## config.mk

```make
export PLATFORM = sky130hd
export DESIGN_NAME = tracking_block_deframer
export DESIGN_NICKNAME = d
export VERILOG_FILES = /design/src/hw/rtl/tbd_pkg.sv /design/src/hw/rtl/tbd_front.sv /design/src/hw/rtl/tbd_queue.sv /design/src/hw/rtl/tbd_back.sv /design/src/hw/rtl/tracking_block_deframer.sv
export SDC_FILE = /design/constraint.sdc
export NUM_CORES = 1
export LEC_CHECK = 0
export ABC_AREA = 1
export BUFFER_PORTS_ARGS = -buffer_cell sky130_fd_sc_hd__buf_2
export CAP_MARGIN = 10
export CORE_AREA = 2 2 304 306
export DETAILED_ROUTE_END_ITERATION = 12
export DIE_AREA = 0 0 306 308
export GPL_TIMING_DRIVEN = 0
export SLEW_MARGIN = 20
export SYNTH_ARGS = -nofsm -noshare
export SYNTH_HDL_FRONTEND = slang
export SYNTH_SLANG_ARGS = --single-unit
```

## constraint.sdc

```tcl
create_clock -name clk -period 14.2 [get_ports clk]
set_input_delay 1.42 -clock clk [delete_from_list [all_inputs] [get_ports clk]]
set_output_delay 1.42 -clock clk [all_outputs]
set_load 0.02 [all_outputs]
```

## src/hw/rtl/tbd_pkg.sv

```systemverilog
// Shared types and constants for the tracking block deframer.
package tbd_pkg;

  localparam logic [3:0] HDR_TOP_NIB = 4'hA;
  localparam logic [3:0] HDR_MID_NIB = 4'hC;
  localparam logic [2:0] LAST_PHASE  = 3'd6;
  localparam int         HELD_WORDS  = 6;
  localparam int         CNT_W       = 11;
  localparam int         CNT_FIELD_MAX = 2047;
  localparam int         QUEUE_DEPTH = 2;
  localparam int         QPTR_W      = $clog2(QUEUE_DEPTH);
  localparam int         OUT_DATA_W  = 288;

  typedef struct packed {
    logic [31:0] bx_word;
    logic [15:0] block_crc;
    logic [63:0] payload_low;
    logic [63:0] payload_high;
    logic [11:0] chip_id;
    logic [3:0]  block_flags;
    logic [7:0]  event_number;
    logic [11:0] bunch_crossing;
  } blk_t;

  typedef struct packed {
    blk_t             blk;
    logic             new_event;
    logic [31:0]      event_total;
    logic [31:0]      block_total;
    logic [CNT_W-1:0] blocks_in_event;
  } res_t;

endpackage

```

## src/hw/rtl/tbd_front.sv

```systemverilog
// Front end: header hunt and seven-word block assembly.
module tbd_front (
  input  logic        clk,
  input  logic        rst_n,
  input  logic        in_tvalid,
  output logic        in_tready,
  input  logic [31:0] in_tdata,
  input  logic        q_full,
  output logic        q_push,
  output tbd_pkg::blk_t q_blk
);

  logic [2:0]  phase_r, phase_nxt;
  logic [31:0] held_r [tbd_pkg::HELD_WORDS];
  logic        accept;
  logic        hunting;
  logic        hdr_ok;

  assign hunting   = (phase_r == 3'd0) || (phase_r > tbd_pkg::LAST_PHASE);
  assign hdr_ok    = (in_tdata[31:28] == tbd_pkg::HDR_TOP_NIB) &&
                     (in_tdata[15:12] == tbd_pkg::HDR_MID_NIB);
  assign in_tready = (phase_r != tbd_pkg::LAST_PHASE) || !q_full;
  assign accept    = in_tvalid && in_tready;
  assign q_push    = accept && (phase_r == tbd_pkg::LAST_PHASE);

  always_comb begin
    phase_nxt = phase_r;
    if (accept) begin
      if (hunting) begin
        phase_nxt = hdr_ok ? 3'd1 : 3'd0;
      end else if (phase_r < tbd_pkg::LAST_PHASE) begin
        phase_nxt = phase_r + 3'd1;
      end else begin
        phase_nxt = 3'd0;
      end
    end
  end

  always_ff @(posedge clk) begin
    if (!rst_n) begin
      phase_r <= 3'd0;
    end else begin
      phase_r <= phase_nxt;
    end
  end

  always_ff @(posedge clk) begin
    if (accept) begin
      if (hunting) begin
        if (hdr_ok) begin
          held_r[0] <= in_tdata;
        end
      end else if (phase_r < tbd_pkg::LAST_PHASE) begin
        held_r[phase_r] <= in_tdata;
      end
    end
  end

  always_comb begin
    q_blk.bunch_crossing = held_r[0][27:16];
    q_blk.event_number   = held_r[0][11:4];
    q_blk.block_flags    = held_r[0][3:0];
    q_blk.chip_id        = held_r[1][27:16];
    q_blk.payload_high   = {held_r[1][15:0], held_r[2], held_r[3][31:16]};
    q_blk.payload_low    = {held_r[3][15:0], held_r[4], held_r[5][31:16]};
    q_blk.block_crc      = held_r[5][15:0];
    q_blk.bx_word        = in_tdata;
  end

endmodule

```

## src/hw/rtl/tbd_queue.sv

```systemverilog
// Short queue of assembled blocks between front and back ends.
module tbd_queue (
  input  logic          clk,
  input  logic          rst_n,
  input  logic          push,
  input  tbd_pkg::blk_t push_blk,
  output logic          full,
  input  logic          pop,
  output logic          not_empty,
  output tbd_pkg::blk_t pop_blk
);

  localparam int PW = tbd_pkg::QPTR_W;
  localparam int CW = $clog2(tbd_pkg::QUEUE_DEPTH + 1);

  tbd_pkg::blk_t entry_r [tbd_pkg::QUEUE_DEPTH];
  logic [PW-1:0] wr_ptr_r, wr_ptr_nxt;
  logic [PW-1:0] rd_ptr_r, rd_ptr_nxt;
  logic [CW-1:0] count_r, count_nxt;
  logic          do_push, do_pop;

  assign full      = (count_r == CW'(tbd_pkg::QUEUE_DEPTH));
  assign not_empty = (count_r != '0);
  assign do_push   = push && !full;
  assign do_pop    = pop && not_empty;
  assign pop_blk   = entry_r[rd_ptr_r];

  always_comb begin
    wr_ptr_nxt = wr_ptr_r;
    rd_ptr_nxt = rd_ptr_r;
    count_nxt  = count_r;
    if (do_push) begin
      wr_ptr_nxt = (wr_ptr_r == PW'(tbd_pkg::QUEUE_DEPTH - 1)) ? '0 : wr_ptr_r + PW'(1);
    end
    if (do_pop) begin
      rd_ptr_nxt = (rd_ptr_r == PW'(tbd_pkg::QUEUE_DEPTH - 1)) ? '0 : rd_ptr_r + PW'(1);
    end
    if (do_push && !do_pop) begin
      count_nxt = count_r + CW'(1);
    end else if (do_pop && !do_push) begin
      count_nxt = count_r - CW'(1);
    end
  end

  always_ff @(posedge clk) begin
    if (!rst_n) begin
      wr_ptr_r <= '0;
      rd_ptr_r <= '0;
      count_r  <= '0;
    end else begin
      wr_ptr_r <= wr_ptr_nxt;
      rd_ptr_r <= rd_ptr_nxt;
      count_r  <= count_nxt;
    end
  end

  always_ff @(posedge clk) begin
    if (do_push) begin
      entry_r[wr_ptr_r] <= push_blk;
    end
  end

endmodule

```

## src/hw/rtl/tbd_back.sv

```systemverilog
// Back end: event tracking, counters and the output register.
module tbd_back #(
  parameter int MAX_BLOCKS_PER_EVENT = 1023
) (
  input  logic          clk,
  input  logic          rst_n,
  input  logic          q_not_empty,
  input  tbd_pkg::blk_t q_blk,
  output logic          q_pop,
  output logic          out_valid,
  input  logic          out_ready,
  output tbd_pkg::res_t out_res
);

  localparam int LIM_RAW = MAX_BLOCKS_PER_EVENT + 1;
  localparam int LIM_SAT = (LIM_RAW > tbd_pkg::CNT_FIELD_MAX) ?
                           tbd_pkg::CNT_FIELD_MAX : LIM_RAW;
  localparam logic [tbd_pkg::CNT_W-1:0] LIMIT = tbd_pkg::CNT_W'(LIM_SAT);

  logic [19:0]               sel_r, sel;
  logic                      sel_valid_r;
  logic [31:0]               evt_cnt_r, evt_cnt_nxt;
  logic [31:0]               blk_cnt_r, blk_cnt_nxt;
  logic [tbd_pkg::CNT_W-1:0] ebc_r, ebc_base, ebc_nxt;
  logic                      fresh;
  logic                      out_valid_r;
  tbd_pkg::res_t             res_r;

  assign q_pop       = q_not_empty && (!out_valid_r || out_ready);
  assign sel         = {q_blk.event_number, q_blk.bunch_crossing};
  assign fresh       = !sel_valid_r || (sel != sel_r);
  assign evt_cnt_nxt = fresh ? evt_cnt_r + 32'd1 : evt_cnt_r;
  assign blk_cnt_nxt = blk_cnt_r + 32'd1;
  assign ebc_base    = fresh ? '0 : ebc_r;
  assign ebc_nxt     = (ebc_base < LIMIT) ? ebc_base + tbd_pkg::CNT_W'(1) : ebc_base;

  always_ff @(posedge clk) begin
    if (!rst_n) begin
      sel_r       <= '0;
      sel_valid_r <= 1'b0;
      evt_cnt_r   <= '0;
      blk_cnt_r   <= '0;
      ebc_r       <= '0;
      out_valid_r <= 1'b0;
    end else begin
      if (q_pop) begin
        sel_r       <= sel;
        sel_valid_r <= 1'b1;
        evt_cnt_r   <= evt_cnt_nxt;
        blk_cnt_r   <= blk_cnt_nxt;
        ebc_r       <= ebc_nxt;
        out_valid_r <= 1'b1;
      end else if (out_ready) begin
        out_valid_r <= 1'b0;
      end
    end
  end

  always_ff @(posedge clk) begin
    if (q_pop) begin
      res_r.blk             <= q_blk;
      res_r.new_event       <= fresh;
      res_r.event_total     <= evt_cnt_nxt;
      res_r.block_total     <= blk_cnt_nxt;
      res_r.blocks_in_event <= ebc_nxt;
    end
  end

  assign out_valid = out_valid_r;
  assign out_res   = res_r;

endmodule

```

## src/hw/rtl/tracking_block_deframer.sv

```systemverilog
// Top level of the tracking block deframer.
// Takes one 32-bit readout word per clock. While hunting, words are dropped until one carries
// 0xA in bits 31:28 and 0xC in bits 15:12; that word and the next six form a block, and one
// decoded result leaves per block via the queue and output register. The input rate is one
// word per cycle while the queue has room, set by the front end's assembly path; a two-block
// queue and the output register let the result side stall without stopping input until the
// queue fills. Event tracking and counters update as each block enters the output register.
module tracking_block_deframer #(
  parameter int MAX_BLOCKS_PER_EVENT = 1023
) (
  input  logic         clk,
  input  logic         rst_n,
  input  logic         in_tvalid,
  output logic         in_tready,
  input  logic [31:0]  in_tdata,   // word[31:0]
  output logic         out_tvalid,
  input  logic         out_tready,
  // bunch_crossing[11:0], event_number[19:12], block_flags[23:20], chip_id[35:24],
  // payload_high[99:36], payload_low[163:100], block_crc[179:164], bx_word[211:180],
  // event_total[243:212], block_total[275:244], blocks_in_event[286:276], zero[287]
  output logic [tbd_pkg::OUT_DATA_W-1:0] out_tdata,
  output logic [0:0]   out_tuser   // new_event[0]
);

  logic          q_full, q_push, q_pop, q_not_empty;
  tbd_pkg::blk_t push_blk, pop_blk;
  tbd_pkg::res_t res;

  tbd_front u_front (
    .clk       (clk),
    .rst_n     (rst_n),
    .in_tvalid (in_tvalid),
    .in_tready (in_tready),
    .in_tdata  (in_tdata),
    .q_full    (q_full),
    .q_push    (q_push),
    .q_blk     (push_blk)
  );

  tbd_queue u_queue (
    .clk       (clk),
    .rst_n     (rst_n),
    .push      (q_push),
    .push_blk  (push_blk),
    .full      (q_full),
    .pop       (q_pop),
    .not_empty (q_not_empty),
    .pop_blk   (pop_blk)
  );

  tbd_back #(
    .MAX_BLOCKS_PER_EVENT (MAX_BLOCKS_PER_EVENT)
  ) u_back (
    .clk         (clk),
    .rst_n       (rst_n),
    .q_not_empty (q_not_empty),
    .q_blk       (pop_blk),
    .q_pop       (q_pop),
    .out_valid   (out_tvalid),
    .out_ready   (out_tready),
    .out_res     (res)
  );

  assign out_tdata = {1'b0,
                      res.blocks_in_event,
                      res.block_total,
                      res.event_total,
                      res.blk.bx_word,
                      res.blk.block_crc,
                      res.blk.payload_low,
                      res.blk.payload_high,
                      res.blk.chip_id,
                      res.blk.block_flags,
                      res.blk.event_number,
                      res.blk.bunch_crossing};
  assign out_tuser = res.new_event;

endmodule
```

== Word-level counts from Yosys, hierarchy flattened ==
Memory sizes are Yosys's and may differ from the RTL's. A register that Yosys moved wholly into a read port is not among the register bits.
Cells that the tools add are included.
Cells by class
  reductions and logical operators: 22
  equal/unequal tests: 6
  multiplexer cells: 27
  magnitude comparators: 3
  $add $sub $neg: 8
Operators by type and width (number)
  $add A32 B1 Y32 const B: 2
  $mux W32: 2
  $reduce_or A32 Y1: 1
  $mux W11: 2
  $ne A20 B20 Y1: 1
  $mux W1: 18
  $add A11 B1 Y11 const B: 1
  $lt A11 B11 Y1 const B: 1
  $mux W3: 3
  $eq A4 B4 Y1 const B: 2
  $logic_and A1 B1 Y1: 8
  $reduce_bool A2 Y1: 3
  $logic_not A1 Y1: 5
  $logic_or A1 B1 Y1: 4
  $mux W2: 2
  $add A3 B1 Y3 const B: 1
  $eq A3 B3 Y1 const B: 1
  $gt A3 B3 Y1 const B: 1
  $logic_not A3 Y1: 1
  $lt A3 B3 Y1 const B: 1
  $ne A3 B3 Y1 const B: 1
  $add A1 B1 Y1 const B: 2
  $add A2 B1 Y2 const B: 1
  $eq A2 B2 Y1 const B: 1
  $sub A2 B1 Y2 const B: 1
Word-level totals
  bits of input ports: 36
  logic and storage cells: 90
  output and inout port bits: 291
  bits in registers: 392
  memories: 2
  RAM bits: 616
Memory list
  u_queue.entry_r: words 2, width 212, read ports 1, clocked after memory_dff 1, wr ports 1, line tbd_queue.sv:16  | tbd_pkg::blk_t entry_r [tbd_pkg::QUEUE_DEPTH];
  u_front.held_r: words 6, width 32, read ports 6, clocked after memory_dff 0, wr ports 1, line tbd_front.sv:14  | logic [31:0] held_r [tbd_pkg::HELD_WORDS];

== Longest topological paths before layout ==
  depth in word-level cells: 10
  depth in mapped cells: 18
  mapped depth without buffers: 17

== By module ==
A second synthesis with hierarchy kept.
Second synthesis, totals
  cell total of the unflattened synthesis: 2284
  area total of the unflattened synthesis: 37506.0 um^2
By module, submodules not included
  tbd_queue: cells each 697, area each 16384.5 um^2, instances 1
  tbd_back: cells each 1311, area each 15087.0 um^2, instances 1
  tbd_front: cells each 274, area each 6023.3 um^2, instances 1
  tracking_block_deframer: cells each 2, area each 11.3 um^2, instances 1

== Least setup slack after synthesis ==
No wires, ideal clock.
  path type: input to register
  from: input in_tvalid
  to: memory u_queue.entry_r[0][0] in the netlist's numbering, enable pin
  cell stages on the path: 4
  arrival: 10513 ps
  path slack: 2900 ps
  library setup time: 787 ps
  data required time: 13413 ps
  cell sequence: nand2_1 nor2_1 inv_1 nor2_1
Between the ends
  longest elaborated chain between the ends: 5
RTL lines
  from (decl): line tracking_block_deframer.sv:13  | input logic in_tvalid,
  $logic_and A1 B1 Y1: line tbd_front.sv:23  | assign accept = in_tvalid && in_tready;
  $logic_and A1 B1 Y1: line tbd_front.sv:24  | assign q_push = accept && (phase_r == tbd_pkg::LAST_PHASE);
  $logic_and A1 B1 Y1: line tbd_queue.sv:24  | assign do_push = push && !full;
  named net u_queue.do_push: line tbd_queue.sv:20  | logic do_push, do_pop;
  $mux W1: line tbd_queue.sv:58  | if (do_push) begin
  $mux W1 (not written as such): line tbd_queue.sv:59  | entry_r[wr_ptr_r] <= push_blk;
  to (decl): line tbd_queue.sv:16
The timed path passes the listed nets, and every way through them passes these cells.

== Worst setup path after layout ==
  from: input out_tready
  to: register u_queue.count_r[1]
Between the ends
  longest elaborated chain between the ends: 6
  elaborated cells on any way between the ends: 8
  those cells by class: 1 x mux; 7 x reduce/logical
RTL lines
  from (decl): line tracking_block_deframer.sv:17  | input logic out_tready,
  $logic_or A1 B1 Y1 (*): line tbd_back.sv:29  | assign q_pop = q_not_empty && (!out_valid_r || out_ready);
  $logic_and A1 B1 Y1 (*): line tbd_back.sv:29
  $logic_and A1 B1 Y1 (*): line tbd_queue.sv:25  | assign do_pop = pop && not_empty;
  $logic_not A1 Y1: line tbd_queue.sv:38  | if (do_push && !do_pop) begin
  $logic_and A1 B1 Y1: line tbd_queue.sv:38
  $mux W2 or $reduce_bool A2 Y1 (tied branches)
  to (signal assigned): line tbd_queue.sv:53  | count_r <= count_nxt;
  to (decl): line tbd_queue.sv:19  | logic [CW-1:0] count_r, count_nxt;
Mark *: on every way between the ends. The rest lies on a longest branch, timed or not.
A chain may end at the register's enable or synchronous reset.

==> flow_metrics.py <==
metrics = {
    "yosys": {
        "synth_ff_type": "edfxtp_1",
        "synth.net_count": 2690,
        "ys_ff_latch": 997,
        "yosys_warnings": 0,
        "synth.yosys.seq_area_share": 0.798,
        "synth_edf_count": 892,
        "synth_top_area_cell": "edfxtp_1",
        "syn_avg_cell_area_um2": 13.7,
        "synthTopCellsByArea": "edfxtp_1 74%, nand2_1 8.4%, dfxtp_1 5.8%",
        "syn_inst": 2648,
        "async_flop_share": 0,
        "yosys.area.top_type_share": 0.740,
        "syn_area_mm2": 0.0362,
        "ys_types": 40,
    },
    "run_status": {
        "status": "complete, no violations",
    },
    "die": {
        "core_mm2": 0.0910,
        "die_area_mm2": 0.0942,
        "ios": 327,
        "dieWidth_um": 306,
        "die-height_um": 308,
        "row_count": 111,
        "floorplan.initialDensity": 0.398,
    },
    "timing": {
        "tns_ps": 0,
        "slew_headroom": 0.361,
        "hold_ws_ps": 429,
        "clock_skew_ps": 27.5,
        "hold_viol_final": 0,
        "fmax_ghz": 0.278,
        "worst_pin_slew_ps": 959,
        "maxSlewViolCount": 0,
        "post-route-min-period_ps": 3600,
        "rsz0062_at_grt": "false",
        "final-setup-viol-count": 0,
        "post-route-period-util": 0.254,
    },
    "power_and_ir_drop": {
        "ir_drop_mv": 0.127,
        "p_clk_frac": 0.273,
        "leakagePower_nw": 16.8,
        "intPower_mw": 6.14,
        "seqPwrFrac": 0.449,
        "p_per_area_mw_per_mm2": 218,
        "swShare": 0.352,
        "power.share.combinational": 0.278,
        "total_power_mw": 9.47,
        "switching_power_mw": 3.34,
    },
    "critical_path": {
        "crit_type": "in2reg",
        "critPathMostFrequentCell": "a21oi_1",
        "cp_data_arrival_time_ps": 4150,
        "max_stage_delay_ps": 620,
        "slowest_stage": "clkbuf_1",
        "critical_path.max_fanout": 10,
        "end_kind": "flip-flop",
        "crit_path_start_kind": "input port",
        "required_ps": 14750,
        "path_cells": "buf_2 > nor2_1 > a21oi_1 > inv_1 > clkbuf_1 > clkbuf_1 > ha_1 > a21oi_1 > o21ai_0 > o21ai_0 > a21oi_1",
    },
    "route": {
        "avgViaCountPerCell": 4.75,
        "routed_wl_um": 86200,
        "dr.pass1.iters": 7,
        "wire_per_inst_um": 19.6,
        "drtAntennaViolNets": 0,
        "drtIter0Drc": 1623,
        "drc_errors": 0,
        "dr_total_vias": 20866,
    },
    "clock_tree": {
        "clock-sinks": 997,
        "cts_max_level": 3,
        "root_buffer": "clkbuf_16",
        "cts_max_path_buffers": 3,
        "cts_resized": 0,
        "clkLatencyLatePin_ps": 680,
        "cts_tree": "yes",
        "cts.clk_slew.worst_paths_ps": 60,
        "cts_made_buffers": 101,
        "cts.hold.buffers_added": 0,
        "cts_setup_buffers": 0,
    },
    "final_layout": {
        "utilization": 0.478,
        "area_delta_synth_final_pct": 20.0,
        "num-fill-cells": 7859,
        "ff_latch_area_mm2": 0.0289,
        "drive_gt1_frac": 0.186,
        "multi_input_area_mm2": 0.00617,
        "nets": 3164,
    },
    "min_path": {
        "min_path_type": "reg2reg",
    },
    "grt": {
        "antenna_found_initial": 2,
        "grt_max_degree": 50,
        "grt_pass1_wl_um": 126000,
        "grt_pass1_vias": 20130,
        "grt_use_total": 0.181,
        "gr-total-overflow": 0,
    },
    "placement": {
        "dp_hpwl_um": 58300,
        "place.gp.congestion": 0.880,
        "portBuffers": 325,
    },
    "flow_run": {
        "cap_violations": 0,
    },
}
==> worst paths after layout <==
check	startpoint	to	slack (ps)	depth (start not counted)
max reg2reg	u_front.phase_r[0]	u_front.held_r[5][11]	10680	12
min reg2reg	u_front.held_r[2][10]	u_queue.entry_r[1][62]	430	0
max	out_tready	u_queue.count_r[1]	10600	11
min	u_front.held_r[2][10]	u_queue.entry_r[1][62]	430	0
==> Yosys cell counts (2+ instances only) <==
| library cell | number |
|---|---|
| edfxtp_1 | 892 |
| xnor2_1 | 3 |
| o21ai_2 | 4 |
| inv_1 | 212 |
| nor2_4 | 5 |
| o21ai_0 | 79 |
| xor2_1 | 52 |
| o21ai_1 | 26 |
| xor2_2 | 2 |
| a21oi_1 | 87 |
| nor2_2 | 9 |
| inv_2 | 3 |
| nor3b_1 | 2 |
| nor3_1 | 27 |
| nand3_2 | 4 |
| a211oi_1 | 3 |
| buf_1 | 3 |
| nor2_1 | 106 |
| clkbuf_1 | 73 |
| nand2_2 | 23 |
| nor4_1 | 10 |
| ha_1 | 6 |
| dfxtp_1 | 105 |
| nand4_1 | 24 |
| nand2_1 | 812 |
| nand3_1 | 56 |
| buf_6 | 7 |
==> flip-flops by register name, summed over array words and instances, names as in the netlist, 3 cells and up, named ones only <==
| signal | count |
|---|---|
| u_back.out_res | 288 |
| u_queue.entry_r | 424 |
| u_front.held_r | 180 |
| u_front.phase_r | 3 |
| u_back.sel_r | 20 |
| u_back.evt_cnt_r | 32 |
| u_back.ebc_r | 11 |
| u_back.blk_cnt_r | 32 |
==> routing by layer <==
layer  global-route usage  vias to the layer above  wire, µm
li1                     -                    10033         -
met1                0.232                    10082     36400
met2                0.305                      620     41800
met3               0.0465                      131      5960
met4               0.0505                        0      2080
met5                    0                        -         0
==> cells in the final DEF (no fill, tap or decap), types with 3 or more instances in the layout <==
master and instances:
buf_6 8, nand3_1 56, o21ai_2 4, buf_1 3
xnor2_1 3, nor2_2 9, clkbuf_8 4, nor2_4 8
clkinvlp_4 3, buf_16 16, o21ai_0 79, nand3_2 4
nor3_2 5, nand4_1 24, nand2_2 23, clkinv_16 3
xor2_1 52, clkinv_1 18, inv_2 4, buf_4 17
buf_12 13, o21ai_1 26, nor4_1 9, nor2_1 103
inv_1 211, bufinv_16 6, clkbuf_16 104, clkbuf_1 92
dfxtp_1 105, buf_2 326, a21oi_1 87, nor3_1 23
ha_1 6, clkinv_2 22, nand2_1 812, edfxtp_1 892
a211oi_1 3
==> per-stage QoR <==
stage | worst slack, ps | area [µm²] | cells
5_1_grt | 10390 | 43400 | 4392
4_1_cts | 10630 | 43400 | 4392
3_3_place_gp | -3630 | 39300 | 4159
2_1_floorplan | 2900 | 36200 | 2648
3_5_place_dp | 9970 | 40200 | 4205
6_report | 10600 | 43400 | 4393
==> layout make-up <==
type / instances / area share
flip-flops and latches: 997 / 0.665
clock buffers: 130 / 0.0631
multi-input cells: 1351 / 0.142
repair buffers: 371 / 0.0566
plain buffers: 85 / 0.00881
well taps: 1186 / 0.0342
clock inverters: 57 / 0.0118
diodes: 1 / 0.0000576
inverters: 215 / 0.0186
==> power by group through the flow <==
| stage | clock network, mW | registers, mW | logic [mW] |
|---|---|---|---|
| final | 2.59 | 4.25 | 2.63 |
| after global routing | 2.76 | 4.31 | 2.90 |
| after CTS | 2.65 | 4.26 | 2.68 |
| after detailed placement | 0 | 4.31 | 2.67 |
| after global placement | 0 | 4.43 | 2.35 |
| after floorplan | 0 | 4.96 | 1.08 |
==> critical path, delay by kind of cell <==
kind	cells	cell delay, ps
compound gates	5	600
fa+ha+maj	1	380
buf+inv	4	1470
simple gates	1	270
==> cells by family (layout without fill, tap and decap cells) <==
logic type,Yosys count,in the layout,synth area share
AND/OR/NAND/NOR,1086,1086,0.124
flip-flops,997,997,0.798
buffers and inverters,300,858,0.0327
AO/OA/AOI/OAI,201,201,0.0286
XOR/XNOR,57,57,0.0142
adder cells (fa/ha/maj),6,6,0.00207
other,1,2,0.000104
Note: power is estimated with default switching activity, not from simulation.
